File: config.mk
export PLATFORM = sky130hd
export DESIGN_NAME = websocket_client_frame_masker_flat
export DESIGN_NICKNAME = d
export VERILOG_FILES = /design/src/hw/rtl/fmsk_pkg.sv /design/src/hw/rtl/fmsk_if.sv /design/src/hw/rtl/fmsk_front.sv /design/src/hw/rtl/fmsk_fifo.sv /design/src/hw/rtl/fmsk_back.sv /design/src/hw/rtl/websocket_client_frame_masker.sv /design/src/flat_wrapper.sv
export SDC_FILE = /design/constraint.sdc
export NUM_CORES = 1
export LEC_CHECK = 0
export ABC_CLOCK_PERIOD_IN_PS = 4350
export BUFFER_PORTS_ARGS = -buffer_cell sky130_fd_sc_hd__clkbuf_2
export CAP_MARGIN = 20
export CORE_AREA = 2 2 146 184
export CTS_BUF_LIST = sky130_fd_sc_hd__clkbuf_16
export CTS_CLUSTER_DIAMETER = 200
export DETAILED_ROUTE_END_ITERATION = 8
export DIE_AREA = 0 0 148 186
export GPL_TIMING_DRIVEN = 1
export PLACE_DENSITY_LB_ADDON = 0.2
export SLEW_MARGIN = 0
export SYNTH_ARGS = -nofsm -noshare
export SYNTH_HDL_FRONTEND = slang
export SYNTH_SLANG_ARGS = --single-unit
File: constraint.sdc
create_clock -name i_clk -period 4.35 [get_ports i_clk]
set_input_delay 0.435 -clock i_clk [delete_from_list [all_inputs] [get_ports i_clk]]
set_output_delay 0.435 -clock i_clk [all_outputs]
set_load 0.02 [all_outputs]
File: src/hw/rtl/fmsk_pkg.sv
`timescale 1ns / 1ps

package fmsk_pkg;

    // Input item kinds
    localparam logic FUNC_START   = 1'b0;
    localparam logic FUNC_PAYLOAD = 1'b1;

    // Header constants
    localparam logic [7:0]  HDR_FIN_TEXT  = 8'h81;
    localparam logic [7:0]  HDR_MASK_BIT  = 8'h80;
    localparam logic [15:0] LEN_SHORT_MAX = 16'd125;
    localparam logic [6:0]  LEN_EXT16     = 7'd126;

    // Command passed from the front end to the back end
    typedef struct packed {
        logic        is_start;
        logic [15:0] len;
        logic [31:0] key;
        logic [7:0]  data;
        logic        last;
    } t_cmd;

    typedef struct packed {
        logic in_frame;
    } t_front_status;

    typedef struct packed {
        logic full;
        logic empty;
    } t_fifo_status;

endpackage

File: src/hw/rtl/fmsk_if.sv
`timescale 1ns / 1ps

interface fmsk_in_if ();
    logic        valid;
    logic        ready;
    logic        func;
    logic [15:0] frame_length;
    logic [31:0] mask_key;
    logic [7:0]  payload_byte;

    modport source (output valid, output func, output frame_length, output mask_key,
                    output payload_byte, input ready);
    modport sink   (input valid, input func, input frame_length, input mask_key,
                    input payload_byte, output ready);
endinterface

interface fmsk_out_if ();
    logic       valid;
    logic       ready;
    logic [7:0] out_byte;
    logic       is_header;
    logic       last;

    modport source (output valid, output out_byte, output is_header, output last,
                    input ready);
    modport sink   (input valid, input out_byte, input is_header, input last,
                    output ready);
endinterface

File: src/hw/rtl/fmsk_front.sv
`timescale 1ns / 1ps

module fmsk_front (
    input  logic                   i_clk,
    input  logic                   i_rst_n,
    fmsk_in_if.sink                i_in,
    output logic                   o_push_valid,
    output fmsk_pkg::t_cmd         o_push_cmd,
    input  logic                   i_push_ready,
    output fmsk_pkg::t_front_status o_status
);

    logic [15:0] r_bytes_left, n_bytes_left;
    logic [31:0] r_held_mask, n_held_mask;
    logic [1:0]  r_mask_phase, n_mask_phase;
    logic        accept;
    logic        in_frame;
    logic [7:0]  mask_byte;

    assign i_in.ready = i_push_ready;
    assign accept     = i_in.valid && i_push_ready;
    assign in_frame   = (r_bytes_left != 16'd0);

    always_comb begin
        case (r_mask_phase)
            2'd0:    mask_byte = r_held_mask[31:24];
            2'd1:    mask_byte = r_held_mask[23:16];
            2'd2:    mask_byte = r_held_mask[15:8];
            default: mask_byte = r_held_mask[7:0];
        endcase
    end

    always_comb begin
        n_bytes_left = r_bytes_left;
        n_held_mask  = r_held_mask;
        n_mask_phase = r_mask_phase;
        o_push_valid = 1'b0;
        o_push_cmd.is_start = (i_in.func == fmsk_pkg::FUNC_START);
        o_push_cmd.len      = i_in.frame_length;
        o_push_cmd.key      = i_in.mask_key;
        o_push_cmd.data     = i_in.payload_byte ^ mask_byte;
        o_push_cmd.last     = (r_bytes_left == 16'd1);
        if (accept) begin
            if (i_in.func == fmsk_pkg::FUNC_START) begin
                // restart: abandon any open frame
                o_push_valid = 1'b1;
                n_bytes_left = i_in.frame_length;
                n_held_mask  = i_in.mask_key;
                n_mask_phase = 2'd0;
            end else if (in_frame) begin
                o_push_valid = 1'b1;
                n_bytes_left = r_bytes_left - 16'd1;
                n_mask_phase = r_mask_phase + 2'd1;
            end
            // payload outside a frame: drop
        end
    end

    always_ff @(posedge i_clk) begin
        if (!i_rst_n) begin
            r_bytes_left <= 16'd0;
            r_held_mask  <= 32'd0;
            r_mask_phase <= 2'd0;
        end else begin
            r_bytes_left <= n_bytes_left;
            r_held_mask  <= n_held_mask;
            r_mask_phase <= n_mask_phase;
        end
    end

    assign o_status.in_frame = in_frame;

endmodule

File: src/hw/rtl/fmsk_fifo.sv
`timescale 1ns / 1ps

module fmsk_fifo #(
    parameter int DEPTH = 4
) (
    input  logic                  i_clk,
    input  logic                  i_rst_n,
    input  logic                  i_push,
    input  fmsk_pkg::t_cmd        i_push_cmd,
    output logic                  o_push_ready,
    output logic                  o_pop_valid,
    output fmsk_pkg::t_cmd        o_pop_cmd,
    input  logic                  i_pop,
    output fmsk_pkg::t_fifo_status o_status
);

    localparam int PTR_W = (DEPTH > 1) ? $clog2(DEPTH) : 1;
    localparam int CNT_W = $clog2(DEPTH + 1);

    fmsk_pkg::t_cmd r_mem [DEPTH];
    logic [PTR_W-1:0] r_wr_ptr, r_rd_ptr;
    logic [CNT_W-1:0] r_count;
    logic             full, empty, do_push, do_pop;

    assign full    = (r_count == CNT_W'(DEPTH));
    assign empty   = (r_count == '0);
    assign do_push = i_push && !full;
    assign do_pop  = i_pop && !empty;

    assign o_push_ready = !full;
    assign o_pop_valid  = !empty;
    assign o_pop_cmd    = r_mem[r_rd_ptr];

    function automatic logic [PTR_W-1:0] wrap_inc(input logic [PTR_W-1:0] p);
        return (p == PTR_W'(DEPTH - 1)) ? '0 : p + PTR_W'(1);
    endfunction

    always_ff @(posedge i_clk) begin
        if (do_push) begin
            r_mem[r_wr_ptr] <= i_push_cmd;
        end
    end

    always_ff @(posedge i_clk) begin
        if (!i_rst_n) begin
            r_wr_ptr <= '0;
            r_rd_ptr <= '0;
            r_count  <= '0;
        end else begin
            if (do_push) begin
                r_wr_ptr <= wrap_inc(r_wr_ptr);
            end
            if (do_pop) begin
                r_rd_ptr <= wrap_inc(r_rd_ptr);
            end
            if (do_push && !do_pop) begin
                r_count <= r_count + CNT_W'(1);
            end else if (do_pop && !do_push) begin
                r_count <= r_count - CNT_W'(1);
            end
        end
    end

    assign o_status.full  = full;
    assign o_status.empty = empty;

endmodule

File: src/hw/rtl/fmsk_back.sv
`timescale 1ns / 1ps

module fmsk_back (
    input  logic           i_clk,
    input  logic           i_rst_n,
    input  logic           i_head_valid,
    input  fmsk_pkg::t_cmd i_head,
    output logic           o_pop,
    fmsk_out_if.source     o_out
);

    typedef enum logic [2:0] {
        ST_OPCODE,
        ST_LEN,
        ST_LEN_HI,
        ST_LEN_LO,
        ST_KEY0,
        ST_KEY1,
        ST_KEY2,
        ST_KEY3
    } t_step;

    t_step      r_step, n_step;
    logic       r_valid, n_valid;
    logic [7:0] r_byte, n_byte;
    logic       r_hdr, n_hdr;
    logic       r_last, n_last;
    logic       load, long_len;

    assign load     = !r_valid || o_out.ready;
    assign long_len = (i_head.len > fmsk_pkg::LEN_SHORT_MAX);

    always_comb begin
        n_step  = r_step;
        n_valid = r_valid && !o_out.ready;
        n_byte  = r_byte;
        n_hdr   = r_hdr;
        n_last  = r_last;
        o_pop   = 1'b0;
        if (i_head_valid && load) begin
            n_valid = 1'b1;
            if (!i_head.is_start) begin
                n_byte = i_head.data;
                n_hdr  = 1'b0;
                n_last = i_head.last;
                o_pop  = 1'b1;
            end else begin
                n_hdr  = 1'b1;
                n_last = 1'b0;
                case (r_step)
                    ST_OPCODE: begin
                        n_byte = fmsk_pkg::HDR_FIN_TEXT;
                        n_step = ST_LEN;
                    end
                    ST_LEN: begin
                        n_byte = fmsk_pkg::HDR_MASK_BIT |
                                 {1'b0, long_len ? fmsk_pkg::LEN_EXT16 : i_head.len[6:0]};
                        n_step = long_len ? ST_LEN_HI : ST_KEY0;
                    end
                    ST_LEN_HI: begin
                        n_byte = i_head.len[15:8];
                        n_step = ST_LEN_LO;
                    end
                    ST_LEN_LO: begin
                        n_byte = i_head.len[7:0];
                        n_step = ST_KEY0;
                    end
                    ST_KEY0: begin
                        n_byte = i_head.key[31:24];
                        n_step = ST_KEY1;
                    end
                    ST_KEY1: begin
                        n_byte = i_head.key[23:16];
                        n_step = ST_KEY2;
                    end
                    ST_KEY2: begin
                        n_byte = i_head.key[15:8];
                        n_step = ST_KEY3;
                    end
                    ST_KEY3: begin
                        // empty frame ends on the last key byte
                        n_byte = i_head.key[7:0];
                        n_last = (i_head.len == 16'd0);
                        n_step = ST_OPCODE;
                        o_pop  = 1'b1;
                    end
                    default: begin
                        n_step = ST_OPCODE;
                    end
                endcase
            end
        end
    end

    always_ff @(posedge i_clk) begin
        if (!i_rst_n) begin
            r_step  <= ST_OPCODE;
            r_valid <= 1'b0;
        end else begin
            r_step  <= n_step;
            r_valid <= n_valid;
        end
        r_byte <= n_byte;
        r_hdr  <= n_hdr;
        r_last <= n_last;
    end

    assign o_out.valid     = r_valid;
    assign o_out.out_byte  = r_byte;
    assign o_out.is_header = r_hdr;
    assign o_out.last      = r_last;

endmodule

File: src/hw/rtl/websocket_client_frame_masker.sv
`timescale 1ns / 1ps

// Masked client WebSocket text frame builder.
// Input channel i_in: one word is either a start (func 0: frame_length, mask_key)
// or one payload byte (func 1). Output channel o_out: one frame byte per word,
// flagged is_header for header and mask key bytes, and last on the final byte.
// A start word yields 6 bytes (length up to 125) or 8 bytes (16-bit length form);
// each payload word inside a frame yields one masked byte. Payload words outside
// a frame are dropped; a start inside a frame abandons the old frame at once.
// The edge that takes an input word writes it into the command queue; the back end
// then loads the first output byte from the queue head into its output register.
// Throughput: payload bytes pass one per cycle while the receiver holds ready; a start
// occupies the output register for its 6 or 8 header bytes on the single output byte lane.
// The front end classifies and masks words and updates frame state at accept;
// a FIFO_DEPTH-entry command queue decouples it from the back end, which expands
// starts into header bytes. i_in.ready drops only while the queue is full, so
// when the receiver stalls the queue fills and input is held off after that.
// Reset (synchronous, active low) empties the queue, clears frame state and
// drops any byte waiting in the output register.
module websocket_client_frame_masker #(
    parameter int FIFO_DEPTH = 4
) (
    input  logic       i_clk,
    input  logic       i_rst_n,
    fmsk_in_if.sink    i_in,
    fmsk_out_if.source o_out
);

    logic                    push_valid, push_ready;
    fmsk_pkg::t_cmd          push_cmd;
    logic                    head_valid, pop;
    fmsk_pkg::t_cmd          head_cmd;
    fmsk_pkg::t_front_status front_status;
    fmsk_pkg::t_fifo_status  fifo_status;

    // Classify, mask payload, track frame state
    fmsk_front u_front (
        .i_clk        (i_clk),
        .i_rst_n      (i_rst_n),
        .i_in         (i_in),
        .o_push_valid (push_valid),
        .o_push_cmd   (push_cmd),
        .i_push_ready (push_ready),
        .o_status     (front_status)
    );

    // Hold commands between the two halves
    fmsk_fifo #(
        .DEPTH (FIFO_DEPTH)
    ) u_fifo (
        .i_clk        (i_clk),
        .i_rst_n      (i_rst_n),
        .i_push       (push_valid),
        .i_push_cmd   (push_cmd),
        .o_push_ready (push_ready),
        .o_pop_valid  (head_valid),
        .o_pop_cmd    (head_cmd),
        .i_pop        (pop),
        .o_status     (fifo_status)
    );

    // Expand commands into output bytes
    fmsk_back u_back (
        .i_clk        (i_clk),
        .i_rst_n      (i_rst_n),
        .i_head_valid (head_valid),
        .i_head       (head_cmd),
        .o_pop        (pop),
        .o_out        (o_out)
    );

    // A payload word taken outside a frame must not reach the queue
    a_drop_outside_frame : assert property (@(posedge i_clk) disable iff (!i_rst_n)
        (i_in.valid && i_in.ready && (i_in.func == fmsk_pkg::FUNC_PAYLOAD) &&
         !front_status.in_frame) |-> !push_valid)
        else $error("payload outside a frame was queued");

    // A taken start opens a frame exactly when its length is nonzero
    a_start_opens_frame : assert property (@(posedge i_clk) disable iff (!i_rst_n)
        (i_in.valid && i_in.ready && (i_in.func == fmsk_pkg::FUNC_START)) |=>
        (front_status.in_frame == ($past(i_in.frame_length) != 16'd0)))
        else $error("frame state does not follow the start length");

    // Queue status stays consistent
    a_queue_status : assert property (@(posedge i_clk) disable iff (!i_rst_n)
        !(fifo_status.full && fifo_status.empty) && (head_valid == !fifo_status.empty))
        else $error("command queue status inconsistent");

endmodule

File: src/flat_wrapper.sv
// flat-port wrapper written by rule: the top's interface ports become plain ports
module websocket_client_frame_masker_flat 
#(
    parameter int FIFO_DEPTH = 4
)
  (i_clk, i_rst_n, i_in_valid, i_in_func, i_in_frame_length, i_in_mask_key, i_in_payload_byte, i_in_ready, o_out_valid, o_out_out_byte, o_out_is_header, o_out_last, o_out_ready);
  fmsk_in_if i_in_i ();
  fmsk_out_if o_out_i ();
  input  logic i_clk;
  input  logic i_rst_n;
  input wire logic [$bits(i_in_i.valid)-1:0] i_in_valid;
  input wire logic [$bits(i_in_i.func)-1:0] i_in_func;
  input wire logic [$bits(i_in_i.frame_length)-1:0] i_in_frame_length;
  input wire logic [$bits(i_in_i.mask_key)-1:0] i_in_mask_key;
  input wire logic [$bits(i_in_i.payload_byte)-1:0] i_in_payload_byte;
  output wire logic [$bits(i_in_i.ready)-1:0] i_in_ready;
  output wire logic [$bits(o_out_i.valid)-1:0] o_out_valid;
  output wire logic [$bits(o_out_i.out_byte)-1:0] o_out_out_byte;
  output wire logic [$bits(o_out_i.is_header)-1:0] o_out_is_header;
  output wire logic [$bits(o_out_i.last)-1:0] o_out_last;
  input wire logic [$bits(o_out_i.ready)-1:0] o_out_ready;
  assign i_in_i.valid = i_in_valid;
  assign i_in_i.func = i_in_func;
  assign i_in_i.frame_length = i_in_frame_length;
  assign i_in_i.mask_key = i_in_mask_key;
  assign i_in_i.payload_byte = i_in_payload_byte;
  assign i_in_ready = i_in_i.ready;
  assign o_out_valid = o_out_i.valid;
  assign o_out_out_byte = o_out_i.out_byte;
  assign o_out_is_header = o_out_i.is_header;
  assign o_out_last = o_out_i.last;
  assign o_out_i.ready = o_out_ready;
  websocket_client_frame_masker #(.FIFO_DEPTH(FIFO_DEPTH)) u_core (.i_clk(i_clk), .i_rst_n(i_rst_n), .i_in(i_in_i), .o_out(o_out_i));
endmodule
==> summary.md <==
| Metric | Value |
|---|---|
| RePlAce Congestion | `0.833` |
| Clk pwr share | `0.322` |
| Final min period | `3.29 ns` |
| Seq cells post-synth | `305` |
| Final Cycle Share | `0.756` |
| Maximum root-to-sink buffer count | `3` |
| Post-synth ARST share | `0` |
| Initial antenna violation count | `0` |
| Setup_tns | `0 ns` |
| Hold crit path type | `input pin to flip-flop` |
| Clk root buf | `clkbuf_16` |
| Clk sink count | `305` |
| Core Box Area | `0.0258 mm²` |
| Antenna fix cells | `0` |
| I/O Pins | `73` |
| Sequential power share | `0.446` |
| Via/cell ratio | `5.80` |
| Synth Cell Area | `0.0127 mm²` |
| # Post-CTS Setup Buffers | `0` |
| CP required | `4.83 ns` |
| Net Sw Frac | `0.287` |
| Max Slew Vio Count | `0` |
| Die area | `0.0275 mm²` |
| First-pass iteration count of the detailed router | `6` |
| Cell taking the most area after synthesis | `edfxtp_1` |
| Gate Count Post-Synth | `867` |
| P_leak | `4.88 nW` |
| GRT overflow | `0` |
| Slew margin rel. | `0.279` |
| Max IR drop VDD | `0.353 mV` |
| Post-synth cell types | `61` |
| Synth top area cells | `edfxtp_1, dfxtp_1, mux4_2` |
| Yosys Warn Count | `0` |
| Worst slew pin tran | `1.07 ns` |
| Synthesized netlist net count | `942` |
| Initial Util | `0.495` |
| Total GRT Usage | `0.217` |
| Data arrival, critical path | `3.77 ns` |
| Post-synth EDFFs | `242` |
| Final Hold Vio Count | `0` |
| CTS tree | `yes` |
| Post-route DRC | `0` |
| Vias in the first global route | `7531` |
| Die Wd | `148 µm` |
| RSZ-0062 raised after global routing | `no` |
| Setup violators final | `0` |
| HPWL after detailed placement | `19200 µm` |
| Final Skew | `0.0151 ns` |
| Status | `completed` |
| Avg Inst Size Synth | `14.7 µm²` |
| Worst skew pair latency | `0.55 ns` |
| Cts repair resizes | `0` |
| P per Cell Area | `590 mW/mm²` |
| Port Buffers | `72` |
| Comb pwr share | `0.231` |
| DRT antenna net count | `0` |
| Area Growth Syn to Fin | `13.7%` |
| Clk slew on worst S/H paths | `0.06 ns` |
| Inserted Clock Buffers | `29` |
| Switching pwr | `2.45 mW` |
| Crit Path Category | `flip-flop to flip-flop` |
| Sequential-to-total area share from yosys stat | `0.669` |
| Crit. End Element | `flip-flop` |
| Dpl ws | `1.09 ns` |
| H-tree Lvls | `1` |
| Ys flop type | `edfxtp_1` |
| Routed via count | `7502` |
| Area share of the leading cell type in the synthesized netlist | `0.570` |
| # rows | `66` |
| Setup ws final | `1.06 ns` |
| Pin count of the biggest net entering global routing | `59` |
| DRT Wirelength | `29500 µm` |
| Max Freq | `304 MHz` |
| Max_cap viols | `0` |
| CTS Hold Bufs | `0` |
| Die height | `186 µm` |
| Max FO, Critical Path | `30` |
| WL per Instance | `22.8 µm` |
| Share of layout cells above drive strength 1 | `0.214` |
| First-pass GRT wire length | `45100 µm` |
| Final nets | `1005` |
| Cell internal pwr | `6.10 mW` |
| Drt initial violations | `632` |
| Worst setup SP type | `flip-flop` |
[metal layers]
layer	vias up	track usage	share of wire
met4	0	0.0697	0.027
met3	44	0.0255	0.047
met5	-	0	0
li1	3472	-	-
met1	3764	0.293	0.42
met2	222	0.369	0.50
[Yosys cell counts (all sizes together), types with 5 or more instances]
cell type and n:
nor3 16, mux2 18, or3 10, a21oi 35, o21ai 17, a31oi 8
inv 13, or4 5, nand2 100, o2bb2ai 10, and2 10, edfxtp 242
dfxtp 63, ha 13, a21boi 41, mux2i 32, a22oi 8, buf 16
o22ai 7, xor2 8, clkbuf 39, a222oi 8, nand3 17, nor2 20
nor4 5, mux4 43, nor2b 12
[placed cells by master (no fill, tap or decap), types with 4 or more instances in the layout]
| cell type | netlist | routed |
|---|---|---|
| edfxtp_1 | 242 | 242 |
| nand2_1 | 100 | 100 |
| clkbuf_2 | 0 | 72 |
| dfxtp_1 | 63 | 61 |
| mux4_2 | 43 | 43 |
| a21boi_0 | 41 | 41 |
| a21oi_1 | 34 | 34 |
| mux2i_1 | 32 | 32 |
| clkbuf_16 | 0 | 29 |
| nor2_1 | 20 | 19 |
| mux2_2 | 18 | 18 |
| nand3_1 | 17 | 17 |
| nor3_1 | 16 | 16 |
| o21ai_0 | 16 | 16 |
| inv_1 | 13 | 14 |
| buf_4 | 1 | 14 |
| ha_1 | 13 | 13 |
| nor2b_1 | 12 | 12 |
| or3_1 | 10 | 10 |
| o2bb2ai_1 | 10 | 10 |
| clkinv_1 | 0 | 10 |
| a222oi_1 | 8 | 8 |
| xor2_1 | 8 | 8 |
| a22oi_1 | 8 | 8 |
| a31oi_1 | 8 | 8 |
| bufinv_16 | 0 | 8 |
| o22ai_1 | 7 | 7 |
| and2_1 | 10 | 6 |
| or4_1 | 4 | 4 |
| nor4_1 | 4 | 4 |
| and3_1 | 4 | 4 |
| nand3b_1 | 4 | 4 |
| nand2b_1 | 4 | 4 |
| and2_2 | 0 | 4 |
| xnor2_1 | 4 | 4 |
[final timing paths]
path / startpoint / cells past startpoint / to / slack (ns)
setup / recovery: flip-flop / 12 / u_core.u_fifo.r_count[2] / 1.06
hold / removal: i_in_mask_key[22] / 1 / u_core.u_fifo.r_mem[0][31] / 0.13
setup reg to reg: flip-flop / 12 / u_core.u_fifo.r_count[2] / 1.06
hold reg to reg: u_core.u_front.r_bytes_left[15] / 2 / u_core.u_front.r_bytes_left[15] / 0.46
[cells by family after synthesis]
logic type / count (synthesis) / share of synthesized area
compound gates: 154 / 0.0833
xor+xnor: 12 / 0.00824
fa+ha+maj: 14 / 0.0143
buf+inv: 68 / 0.0219
flops: 305 / 0.669
mux: 93 / 0.117
simple gates: 221 / 0.0862
[critical path, stage by stage, from the launching register on]
cell and delay, ns:
dfxtp_2 0.86, nand2_1 0.11, o21ai_1 0.36, inv_1 0.09, buf_4 0.20, a21boi_0 0.47
inv_1 0.11, ha_1 0.23, inv_1 0.08, fa_1 0.18, xor2_1 0.07, or3_1 0.30
a21boi_0 0.15
[state kept, by name, indices dropped and copies added, names as in the netlist, named ones only]
signal	cells
u_core.u_back.o_out.is_header	1
u_core.u_back.o_out.last	1
u_core.u_back.o_out.out_byte	8
u_core.u_back.o_out.valid	1
u_core.u_back.r_step	3
u_core.u_fifo.r_count	3
u_core.u_fifo.r_mem	232
u_core.u_fifo.r_rd_ptr	2
u_core.u_fifo.r_wr_ptr	2
u_core.u_front.r_bytes_left	16
u_core.u_front.r_held_mask	32
u_core.u_front.r_mask_phase	2
[through the flow]
stage | std cells | instance area [µm²] | hold slack (ns) | util | total power [mW]
floorplan | 867 | 12700 | 0.429 | - | 5.23
global placement | 1239 | 13400 | 0.440 | 0.522 | 5.84
detailed placement | 1239 | 13400 | 0.448 | 0.522 | 5.87
CTS | 1293 | 14500 | 0.118 | 0.563 | 8.61
global route | 1293 | 14500 | 0.126 | 0.563 | 8.90
finish | 1293 | 14500 | 0.129 | 0.563 | 8.55
[cell type report]
class / instances / area, µm²
Tap cell: 340 / 425
Multi-Input combinational cell: 494 / 3950
Fill cell: 2077 / 11300
Clock inverter: 25 / 322
Sequential cell: 305 / 8530
Inverter: 13 / 48.8
Timing Repair Buffer: 87 / 485
Clock buffer: 29 / 726
[power by group through the flow]
stage	logic [mW]	registers [mW]	clock network [mW]
floorplan	1.42	3.81	0
global placement	1.97	3.87	0
detailed placement	1.99	3.88	0
CTS	2.00	3.82	2.79
global route	2.15	3.86	2.90
finish	1.98	3.82	2.76
Note: power is estimated with default switching activity, not from simulation.
